**src/design/dbgcd_pkg.sv**
```systemverilog
// ----------------------------------------------------------------------------
// dbgcd_pkg
// shared constants and controller/datapath command and status types
// ----------------------------------------------------------------------------
package dbgcd_pkg;

    localparam int FIELD_BITS        = 64;
    localparam int WORD_BITS_DEFAULT = 64;

    typedef struct packed {
        logic load;
        logic fold_a;
        logic fold_b;
        logic strip;
        logic order;
        logic step;
        logic fix;
        logic emit;
    } cmd_t;

    typedef struct packed {
        logic strip_done;
        logic g_zero;
    } status_t;

endpackage

```
**src/design/dbgcd_if.sv**
```systemverilog
// ----------------------------------------------------------------------------
// dbgcd channel interfaces
// valid/ready channels for operand pairs and gcd results
// ----------------------------------------------------------------------------
interface dbgcd_in_if;
    logic                              valid;
    logic                              ready;
    logic [dbgcd_pkg::FIELD_BITS-1:0]  a;
    logic [dbgcd_pkg::FIELD_BITS-1:0]  b;

    modport source (output valid, output a, output b, input ready);
    modport sink   (input valid, input a, input b, output ready);
endinterface

interface dbgcd_out_if;
    logic                              valid;
    logic                              ready;
    logic [dbgcd_pkg::FIELD_BITS-1:0]  divisor;

    modport source (output valid, output divisor, input ready);
    modport sink   (input valid, input divisor, output ready);
endinterface

```
**src/design/dbgcd_dpath.sv**
```systemverilog
// ----------------------------------------------------------------------------
// dbgcd_dpath
// operand registers, trailing-zero strip, divstep unit and result register
// ----------------------------------------------------------------------------
module dbgcd_dpath #(
    parameter int WORD_BITS = dbgcd_pkg::WORD_BITS_DEFAULT
) (
    input  logic                             clk,
    input  dbgcd_pkg::cmd_t                  cmd,
    input  logic [dbgcd_pkg::FIELD_BITS-1:0] a_in,
    input  logic [dbgcd_pkg::FIELD_BITS-1:0] b_in,
    output dbgcd_pkg::status_t               status,
    output logic [dbgcd_pkg::FIELD_BITS-1:0] divisor
);

    localparam int EXP_BITS   = $clog2(WORD_BITS);
    localparam int DELTA_BITS = $clog2(4 * WORD_BITS) + 2;
    localparam logic [WORD_BITS-1:0] TOP_BIT = {1'b1, {(WORD_BITS-1){1'b0}}};
    localparam logic signed [DELTA_BITS-1:0] DELTA_ONE = DELTA_BITS'(1);

    logic [WORD_BITS-1:0]          ma_reg;
    logic [WORD_BITS-1:0]          mb_reg;
    logic [EXP_BITS-1:0]           e_reg;
    logic signed [WORD_BITS:0]     fa_reg;
    logic signed [WORD_BITS:0]     gb_reg;
    logic signed [DELTA_BITS-1:0]  delta_reg;
    logic [WORD_BITS-1:0]          res_reg;
    logic [dbgcd_pkg::FIELD_BITS-1:0] divisor_reg;

    logic                          a_shift;
    logic                          b_shift;
    logic                          g_odd;
    logic                          d_pos;
    logic                          swap;
    logic signed [WORD_BITS:0]     addend;
    logic signed [WORD_BITS:0]     step_sum;
    logic [WORD_BITS:0]            abs_fa;
    logic [WORD_BITS-1:0]          shifted;

    // magnitude of the low word, sign extended; the most negative gives the top bit
    function automatic logic [WORD_BITS-1:0] mag_of(
        input logic [dbgcd_pkg::FIELD_BITS-1:0] raw
    );
        logic [WORD_BITS-1:0] low;
        low = raw[WORD_BITS-1:0];
        return low[WORD_BITS-1] ? (~low + 1'b1) : low;
    endfunction

    assign a_shift = !ma_reg[0] && (ma_reg != '0);
    assign b_shift = !mb_reg[0] && (mb_reg != '0);

    assign g_odd = gb_reg[0];
    assign d_pos = !delta_reg[DELTA_BITS-1] && (delta_reg != '0);
    assign swap  = g_odd && d_pos;

    // one adder: g - f on a swap, g + f otherwise; sum is even when g is odd
    assign addend   = swap ? ~fa_reg : fa_reg;
    assign step_sum = gb_reg + addend + (WORD_BITS+1)'(swap);

    assign abs_fa  = fa_reg[WORD_BITS] ? (~fa_reg + 1'b1) : fa_reg;
    assign shifted = res_reg << e_reg;

    always_ff @(posedge clk)
    begin
        if (cmd.load)
        begin
            ma_reg <= mag_of(a_in);
            mb_reg <= mag_of(b_in);
            e_reg  <= '0;
        end
        else if (cmd.fold_a)
        begin
            if (ma_reg == TOP_BIT)
            begin
                ma_reg <= TOP_BIT - mb_reg;
            end
        end
        else if (cmd.fold_b)
        begin
            if (mb_reg == TOP_BIT)
            begin
                mb_reg <= TOP_BIT - ma_reg;
            end
        end
        else if (cmd.strip)
        begin
            if (a_shift)
            begin
                ma_reg <= ma_reg >> 1;
            end
            if (b_shift)
            begin
                mb_reg <= mb_reg >> 1;
            end
            // a zero operand counts as even, so e ends at the smaller count
            if (!ma_reg[0] && !mb_reg[0])
            begin
                e_reg <= e_reg + 1'b1;
            end
        end

        if (cmd.order)
        begin
            delta_reg <= DELTA_ONE;
            if (ma_reg >= mb_reg)
            begin
                fa_reg <= {1'b0, ma_reg};
                gb_reg <= {1'b0, mb_reg};
            end
            else
            begin
                fa_reg <= {1'b0, mb_reg};
                gb_reg <= {1'b0, ma_reg};
            end
        end
        else if (cmd.step)
        begin
            gb_reg <= g_odd ? (step_sum >>> 1) : (gb_reg >>> 1);
            if (swap)
            begin
                fa_reg    <= gb_reg;
                delta_reg <= DELTA_ONE - delta_reg;
            end
            else
            begin
                delta_reg <= delta_reg + DELTA_ONE;
            end
        end

        if (cmd.fix)
        begin
            res_reg <= abs_fa[WORD_BITS-1:0];
        end

        if (cmd.emit)
        begin
            divisor_reg <= dbgcd_pkg::FIELD_BITS'(shifted);
        end
    end

    assign status.strip_done = !a_shift && !b_shift;
    assign status.g_zero     = (gb_reg == '0);
    assign divisor           = divisor_reg;

endmodule

```
**src/design/dbgcd_ctrl.sv**
```systemverilog
// ----------------------------------------------------------------------------
// dbgcd_ctrl
// sequencer for setup, divstep loop and result handoff
// ----------------------------------------------------------------------------
module dbgcd_ctrl (
    input  logic               clk,
    input  logic               rst_n,
    input  logic               in_valid,
    output logic               in_ready,
    output logic               out_valid,
    input  logic               out_ready,
    input  dbgcd_pkg::status_t status,
    output dbgcd_pkg::cmd_t    cmd
);

    typedef enum logic [2:0] {
        ST_IDLE,
        ST_FOLD_A,
        ST_FOLD_B,
        ST_STRIP,
        ST_ORDER,
        ST_STEP,
        ST_FIX,
        ST_EMIT
    } state_t;

    state_t state_reg;
    logic   out_valid_reg;
    logic   emit_ok;

    // output register is free when empty or being drained this cycle
    assign emit_ok = !out_valid_reg || out_ready;

    always_comb
    begin
        cmd        = '0;
        cmd.load   = (state_reg == ST_IDLE) && in_valid;
        cmd.fold_a = (state_reg == ST_FOLD_A);
        cmd.fold_b = (state_reg == ST_FOLD_B);
        cmd.strip  = (state_reg == ST_STRIP) && !status.strip_done;
        cmd.order  = (state_reg == ST_ORDER);
        cmd.step   = (state_reg == ST_STEP) && !status.g_zero;
        cmd.fix    = (state_reg == ST_FIX);
        cmd.emit   = (state_reg == ST_EMIT) && emit_ok;
    end

    always_ff @(posedge clk or negedge rst_n)
    begin
        if (!rst_n)
        begin
            state_reg     <= ST_IDLE;
            out_valid_reg <= 1'b0;
        end
        else
        begin
            unique case (state_reg)
                ST_IDLE:
                begin
                    if (in_valid)
                    begin
                        state_reg <= ST_FOLD_A;
                    end
                end
                ST_FOLD_A: state_reg <= ST_FOLD_B;
                ST_FOLD_B: state_reg <= ST_STRIP;
                ST_STRIP:
                begin
                    if (status.strip_done)
                    begin
                        state_reg <= ST_ORDER;
                    end
                end
                ST_ORDER: state_reg <= ST_STEP;
                ST_STEP:
                begin
                    if (status.g_zero)
                    begin
                        state_reg <= ST_FIX;
                    end
                end
                ST_FIX: state_reg <= ST_EMIT;
                ST_EMIT:
                begin
                    if (emit_ok)
                    begin
                        state_reg <= ST_IDLE;
                    end
                end
                default: state_reg <= ST_IDLE;
            endcase

            if ((state_reg == ST_EMIT) && emit_ok)
            begin
                out_valid_reg <= 1'b1;
            end
            else if (out_ready)
            begin
                out_valid_reg <= 1'b0;
            end
        end
    end

    assign in_ready  = (state_reg == ST_IDLE);
    assign out_valid = out_valid_reg;

endmodule

```
**src/design/divstep_binary_gcd.sv**
```systemverilog
// ----------------------------------------------------------------------------
// divstep_binary_gcd
// gcd of two signed words by divsteps, one divstep per clock
// ----------------------------------------------------------------------------
//  channel | dir | fields            | transaction
//  req     | in  | a, b (signed)     | req.valid && req.ready
//  rsp     | out | divisor (unsigned)| rsp.valid && rsp.ready
//
// one operand pair at a time: after accept the sequencer runs fold a, fold b, strip
// (one right shift a cycle on each nonzero even magnitude), order, the divsteps
// (one per cycle, until g is zero), fix, then emit once the output register is free
// async active-low reset clears the sequencer and the output valid; no clearing pass
// a result waits in the output register while the next pair is taken;
// a second result waits in the sequencer until the first one is taken
module divstep_binary_gcd #(
    parameter int WORD_BITS = dbgcd_pkg::WORD_BITS_DEFAULT
) (
    input  logic        clk,
    input  logic        rst_n,
    dbgcd_in_if.sink    req,
    dbgcd_out_if.source rsp
);

    dbgcd_pkg::cmd_t    cmd;
    dbgcd_pkg::status_t status;

    dbgcd_ctrl u_ctrl (
        .clk       (clk),
        .rst_n     (rst_n),
        .in_valid  (req.valid),
        .in_ready  (req.ready),
        .out_valid (rsp.valid),
        .out_ready (rsp.ready),
        .status    (status),
        .cmd       (cmd)
    );

    dbgcd_dpath #(
        .WORD_BITS (WORD_BITS)
    ) u_dpath (
        .clk     (clk),
        .cmd     (cmd),
        .a_in    (req.a),
        .b_in    (req.b),
        .status  (status),
        .divisor (rsp.divisor)
    );

endmodule

```
**src/flat_wrapper.sv**
```systemverilog
// flat-port wrapper written by rule: the top's interface ports become plain ports
module divstep_binary_gcd_flat 
#(
    parameter int WORD_BITS = dbgcd_pkg::WORD_BITS_DEFAULT
)
  (clk, rst_n, req_valid, req_a, req_b, req_ready, rsp_valid, rsp_divisor, rsp_ready);
  dbgcd_in_if req_i ();
  dbgcd_out_if rsp_i ();
  input  logic clk;
  input  logic rst_n;
  input wire logic [$bits(req_i.valid)-1:0] req_valid;
  input wire logic [$bits(req_i.a)-1:0] req_a;
  input wire logic [$bits(req_i.b)-1:0] req_b;
  output wire logic [$bits(req_i.ready)-1:0] req_ready;
  output wire logic [$bits(rsp_i.valid)-1:0] rsp_valid;
  output wire logic [$bits(rsp_i.divisor)-1:0] rsp_divisor;
  input wire logic [$bits(rsp_i.ready)-1:0] rsp_ready;
  assign req_i.valid = req_valid;
  assign req_i.a = req_a;
  assign req_i.b = req_b;
  assign req_ready = req_i.ready;
  assign rsp_valid = rsp_i.valid;
  assign rsp_divisor = rsp_i.divisor;
  assign rsp_i.ready = rsp_ready;
  divstep_binary_gcd #(.WORD_BITS(WORD_BITS)) u_core (.clk(clk), .rst_n(rst_n), .req(req_i), .rsp(rsp_i));
endmodule
```
**config.mk**
```make
export PLATFORM = sky130hd
export DESIGN_NAME = divstep_binary_gcd_flat
export DESIGN_NICKNAME = d
export VERILOG_FILES = /design/src/design/dbgcd_pkg.sv /design/src/design/dbgcd_if.sv /design/src/design/dbgcd_dpath.sv /design/src/design/dbgcd_ctrl.sv /design/src/design/divstep_binary_gcd.sv /design/src/flat_wrapper.sv
export SDC_FILE = /design/constraint.sdc
export NUM_CORES = 2
export LEC_CHECK = 0
export BUFFER_PORTS_ARGS = -buffer_cell sky130_fd_sc_hd__buf_2
export CORE_ASPECT_RATIO = 0.6
export CORE_MARGIN = 1
export CORE_UTILIZATION = 30
export DETAILED_ROUTE_END_ITERATION = 16
export PLACE_DENSITY = 0.55
export SYNTH_ARGS = -nofsm -noshare
export SYNTH_HDL_FRONTEND = slang
export SYNTH_SLANG_ARGS = --single-unit
```
**constraint.sdc**
```tcl
create_clock -name clk -period 17.1 [get_ports clk]
set_clock_uncertainty 0.1 [all_clocks]
set_input_delay 0.855 -clock clk [delete_from_list [all_inputs] [get_ports clk]]
set_output_delay 0.855 -clock clk [all_outputs]
set_load 0.05 [all_outputs]
```
== Word-level counts from Yosys, hierarchy flattened ==
Cells that the tools add are included.

* Register bits after elaboration: 406
* Input bits: 132
* Word-level logic and storage cells: 116

* Add/subtract/negate cells: 10
* $lt $le $gt $ge: 1
* Equal/unequal tests: 17
* Shift operators: 1
* Mux-type cells: 32
* Bitwise logic cells: 6
* Reduce and logical (&&, ||, !) cells: 38

{| class="wikitable"
|+ Operators by type and width
! cell !! number
|-
| $mux 64 || 17
|-
| $mux 65 || 7
|-
| $add 64x1->64 const B || 3
|-
| $not 64->64 || 3
|-
| $eq 64x64->1 const B || 2
|-
| $reduce_bool 64->1 || 2
|-
| $sub 64x64->64 const A || 2
|-
| $add 65x1->65 || 1
|-
| $add 65x65->65 || 1
|-
| $logic_not 65->1 || 1
|-
| $not 65->65 || 1
|-
| $ge 64x64->1 || 1
|-
| $shl 64x6->64 || 1
|-
| $pmux 3 s8 || 1
|-
| $reduce_and 4->1 || 4
|-
| $eq 3x3->1 const B || 4
|-
| $mux 3 || 4
|-
| $reduce_bool 3->1 || 4
|-
| $add 10x2->10 const B || 1
|-
| $logic_and 1x1->1 || 10
|-
| $mux 10 || 1
|-
| $reduce_bool 10->1 || 1
|-
| $sub 2x10->10 const A || 1
|-
| $logic_not 1->1 || 8
|-
| 13 further kinds || 24
|}

== Longest topological paths before layout ==
* Word-level depth: 10
* Gate-level depth with buffers: 19

== Hierarchy ==
From an unflattened synthesis, not the netlist that was laid out.

* Cell total of the unflattened synthesis: 3,896
* Area total of the unflattened synthesis: 34,351.7 sq um

{| class="wikitable"
|+ Modules (own cells, without submodules)
! module !! instances !! cells each !! area an instance (sq um) !! sequential area each (sq um)
|-
| dbgcd_dpath || 1 || 3,865 || 34,030.1 || 11,911.4
|-
| dbgcd_ctrl || 1 || 31 || 321.6 || 100.1
|}

== Worst setup path after synthesis ==
No wires, ideal clock.

* Path kind: register -> register
* From: reg u_core.u_ctrl.state_reg[1]
* To: reg u_core.u_dpath.ma_reg[0] (enable)
* Arrival time: 6,917 ps
* Required time: 16,426 ps
* Slack: 9,509 ps
* Cell stages (with the launch flop): 7
* Path buffers: 2
* Clock period less this slack: 7,591 ps
* Cells stage by stage: dfrtp_1 clkbuf_1 nor3_1 and2_0 clkbuf_1 a31oi_1 o21ai_0

* Longest elaborated chain between the ends: 4
* Elaborated cells on any way between the ends: 11
* Those cells by class: 5 x eq/ne; 6 x reduce/logical

{| class="wikitable"
|+ RTL lines
! element !! RTL line !! source
|-
| start: declaration || dbgcd_ctrl.sv:27 || <nowiki>state_t state_reg;</nowiki>
|-
| start signal: assignment || dbgcd_ctrl.sv:51 || <nowiki>state_reg <= ST_IDLE;</nowiki>
|-
| start signal: assignment || dbgcd_ctrl.sv:61 || <nowiki>state_reg <= ST_FOLD_A;</nowiki>
|-
| start signal: assignment || dbgcd_ctrl.sv:64 || <nowiki>ST_FOLD_A: state_reg <= ST_FOLD_B;</nowiki>
|-
| $logic_not 3->1 * || - ||
|-
| via req_ready || flat_wrapper.sv:14 || <nowiki>output wire logic [$bits(req_i.ready)-1:0] req_ready;</nowiki>
|-
| $logic_and 1x1->1 * || dbgcd_ctrl.sv:37 || <nowiki>cmd.load = (state_reg == ST_IDLE) && in_valid;</nowiki>
|-
| $ne 3x1->1 (no source line), or another cell as far along || - ||
|-
| $reduce_and 4->1 (no source line) * || - ||
|-
| end signal: assignment || dbgcd_dpath.sv:67 || <nowiki>ma_reg <= mag_of(a_in);</nowiki>
|-
| end signal: assignment || dbgcd_dpath.sv:75 || <nowiki>ma_reg <= TOP_BIT - mb_reg;</nowiki>
|-
| end signal: assignment || dbgcd_dpath.sv:89 || <nowiki>ma_reg <= ma_reg >> 1;</nowiki>
|-
| end: declaration || dbgcd_dpath.sv:21 || <nowiki>logic [WORD_BITS-1:0] ma_reg;</nowiki>
|}

Mark *: on every way through the listed nets, which the timed path passes. The rest lies on a longest branch.
A chain may end at the register's enable or synchronous reset.

== Worst setup path in the final report ==
* From: reg u_core.u_dpath.delta_reg[3]
* To: reg u_core.u_dpath.gb_reg[60], data pin

* Longest elaborated chain between the ends: 9

{| class="wikitable"
|+ RTL lines
! element !! RTL line !! source
|-
| start: declaration || dbgcd_dpath.sv:26 || <nowiki>logic signed [DELTA_BITS-1:0] delta_reg;</nowiki>
|-
| start signal: assignment || dbgcd_dpath.sv:122 || <nowiki>delta_reg <= DELTA_ONE - delta_reg;</nowiki>
|-
| start signal: assignment || dbgcd_dpath.sv:126 || <nowiki>delta_reg <= delta_reg + DELTA_ONE;</nowiki>
|-
| $reduce_bool 10->1 * || dbgcd_dpath.sv:53 || <nowiki>assign d_pos = !delta_reg[DELTA_BITS-1] && (delta_reg != '0);</nowiki>
|-
| $logic_and 1x1->1 * || dbgcd_dpath.sv:53 ||
|-
| $logic_and 1x1->1 * || dbgcd_dpath.sv:54 || <nowiki>assign swap = g_odd && d_pos;</nowiki>
|-
| $mux 65 || dbgcd_dpath.sv:57 || <nowiki>assign addend = swap ? ~fa_reg : fa_reg;</nowiki>
|-
| $add 65x65->65 || dbgcd_dpath.sv:58 || <nowiki>assign step_sum = gb_reg + addend + (WORD_BITS+1)'(swap);</nowiki>
|-
| $add 65x1->65 * || dbgcd_dpath.sv:58 ||
|-
| $mux 65 * || dbgcd_dpath.sv:118 || <nowiki>gb_reg <= g_odd ? (step_sum >>> 1) : (gb_reg >>> 1);</nowiki>
|-
| $mux 65 * || dbgcd_dpath.sv:116 || <nowiki>else if (cmd.step)</nowiki>
|-
| $mux 65 * || dbgcd_dpath.sv:102 || <nowiki>if (cmd.order)</nowiki>
|-
| end signal: assignment || dbgcd_dpath.sv:108 || <nowiki>gb_reg <= {1'b0, mb_reg};</nowiki>
|-
| end signal: assignment || dbgcd_dpath.sv:113 || <nowiki>gb_reg <= {1'b0, ma_reg};</nowiki>
|-
| end signal: assignment || dbgcd_dpath.sv:118 ||
|-
| end: declaration || dbgcd_dpath.sv:25 || <nowiki>logic signed [WORD_BITS:0] gb_reg;</nowiki>
|}

Every way passes the cells marked *; elsewhere a longest branch is shown, timed or not. The select of a mux whose other input is x is not followed.

==> run metrics <==
largest net degree at the start of global routing 159; Area growth syn-to-layout 11.1%; core box area 0.114 mm2; CP bufs+invs 1; nets 4329; most frequent CP cell a21oi_1; DR WL met2 51.4 mm; routed len/inst 22.0 um; Leakage Power 13.8 nW; Yosys top cell area share 33.5%; final wirelength 124 mm; Pre-antenna DRT Iters 6; num rows 96; startpoint type of the worst setup path flip-flop; CTS root buffer clkbuf_16; GRT Resource Usage Total 20.5%; Place WS 10430 ps; Fill cells 12000; die area 0.117 mm2; CP max stage cell a2111oi_1; Cells after DPL 5529; share of layout cells above drive strength 1 11.2%; Worst Hold Class flip-flop to flip-flop; WL met1 58.7 mm; Yosys warnings 0; post-route ant nets 0; synthesized area 0.0346 mm2; # resized after CTS 0; worst hold margin 420 ps; grt ovf 0; io pins 198; Die Wd 440 um; # H-tree levels 2; vias post-DR 31900; Placer Congestion 0.956; routed wl met3 11.4 mm; Arr. time, crit path 7330 ps; Core Util, Final 33.6%; design area 0.0384 mm2; PwrDens 56.3 mW/mm2; Final Power 2.16 mW; cells along the critical path nor4_1, a21oi_1, nand2_4, buf_4, xnor2_1, ha_1, nand2_1, o211ai_1, o2111ai_1, a21oi_1, nand4b_1, a2111oi_1, o21ai_0, a21o_1, and3b_1; number of flops mapped to enable cells by yosys 386; RSZ-0062 raised after global routing false; Req. time, crit path 17390 ps; Vias/cell 5.69; Fin. Hold Viols 0; fmax 142 MHz; vias in the first global route 29100; post-route minimum period 7040 ps; ranking of synthesized cells by area edfxtp_1 34%, nand2_1 6.3%, xnor2_1 6.1%; # DRC 0; clk sinks 406; syn_nets 4312; CP top delay family compound AO/OA/AOI/OAI gates; initial antenna violation count 5; register clock-pin slew on the reported worst setup and hold paths 70 ps; peak supply drop 0.0748 mV; die height 265 um; most common cell in the netlist nand2_1; Avg Inst Size Synth 8.56 um2; cell taking the most area after synthesis edfxtp_1; synth cell count leaders 578 x nand2_1, 386 x edfxtp_1, 377 x nor2_1, 268 x o21ai_0, 255 x clkbuf_1; HPWL after DPL 94.7 mm; setup TNS 0 ps; synthesized flop and latch total 406; CP peak stage delay 1230 ps; initial DRC count 3628; dpl cell area 0.0370 mm2; Slew Limit Headroom 12.0%; post-synth cell types 84; slew at the pin closest to its max-slew limit 1300 ps; CP max FO 47; Num CTS Buffers 45; Setup Viol. Count Final 0; Max Transition Viols Final 0; post-synthesis sequential area ratio 34.7%; Buffers on Ports 197; max cap viols 0; FFs w/ async S/R, synth 0.985%; main flop type after synthesis edfxtp_1; Critical Path End Type flip-flop; worst setup slack after layout 10060 ps; Clk Latency, worst-skew pair 650 ps; final worst path period share 41.1%; CTS Buffer Depth 3; first-pass GRT wire length 184 mm; status finished, final reports clean; Final Non-Filler Cells 5616; Top Layer Used met5; CP Class flip-flop to flip-flop; Initial Util 30.2%; CTS tree done; Gate Count Post-Synth 4041
worst reg2reg max path: stages (launching register included):
cell       delay [ps]
dfxtp_1           390
nor4_1            770
a21oi_1           290
nand2_4           420
buf_4             710
xnor2_1           240
ha_1              460
nand2_1           170
o211ai_1          280
o2111ai_1         240
a21oi_1           380
nand4b_1          450
a2111oi_1        1230
o21ai_0           310
a21o_1            230
and3b_1           170
placed cells by master, fill, tap and decap left out, drive strengths merged, types with 107 or more instances in the layout:
| cell type | synthesis | layout |
|---|---|---|
| nand2 | 578 | 578 |
| a31oi | 121 | 121 |
| nor3 | 107 | 107 |
| buf | 27 | 252 |
| xor2 | 154 | 154 |
| o21ai | 275 | 275 |
| inv | 108 | 111 |
| nor2 | 377 | 377 |
| a21oi | 219 | 219 |
| ha | 138 | 138 |
| edfxtp | 386 | 386 |
| xnor2 | 241 | 241 |
cell families after synthesis:
logic type / share of synthesized area (%)
simple gates: 20.2
compound gates: 20.4
xor+xnor: 10.0
flops: 34.7
buf+inv: 4.26
mux: 5.37
fa+ha+maj: 5.05
cell type report:
class	instances	area, um2	share of cell area [%]
tap	1519	1900	4.94
clock buffer	54	1160	3.02
multi-input combinational	3243	21200	55.2
clock inverter	29	308	0.801
timing repair buffer	253	1420	3.70
inverter	109	409	1.06
antenna	3	7.51	0.0195
sequential	406	12000	31.3
metal layers:
layer | up-vias | track usage, %
met1 | 15600 | 30.9
met3 | 129 | 4.66
met5 | - | 0
li1 | 15000 | -
met4 | 2 | 3.79
met2 | 1171 | 29.5
worst paths after layout:
check / start / to / slack (ps) / cells past startpoint
min reg2reg: u_core.u_dpath.e_reg[5]$_SDFFE_PP0P_ / u_core.u_dpath.e_reg[5]$_SDFFE_PP0P_ / 420 / 2
max: u_core.u_dpath.delta_reg[3]$_SDFFE_PP0P_ / u_core.u_dpath.gb_reg[60]$_DFFE_PP_ / 10060 / 15
min in group asynchronous: rst_n / u_core.u_ctrl.out_valid$_DFFE_PN0P_ / 510 / 2
min: u_core.u_dpath.e_reg[5]$_SDFFE_PP0P_ / u_core.u_dpath.e_reg[5]$_SDFFE_PP0P_ / 420 / 2
max reg2reg: u_core.u_dpath.delta_reg[3]$_SDFFE_PP0P_ / u_core.u_dpath.gb_reg[60]$_DFFE_PP_ / 10060 / 15
max in group asynchronous: rst_n / u_core.u_ctrl.state_reg[1]$_DFFE_PN0P_ / 16230 / 2
what timing repair did:
item	in CTS	in global routing
hold buffers	1	0
endpoints found under the hold margin	4	0
buffers inserted	0	0
power breakdown:
group                   switching, mW  total (mW)  internal [mW]
combinational                  0.0460      0.0771         0.0311
sequential     0.00000000000000000379        1.07           1.07
clock                           0.475        1.01          0.540
No activity file was read; power rests on OpenSTA's default activity.
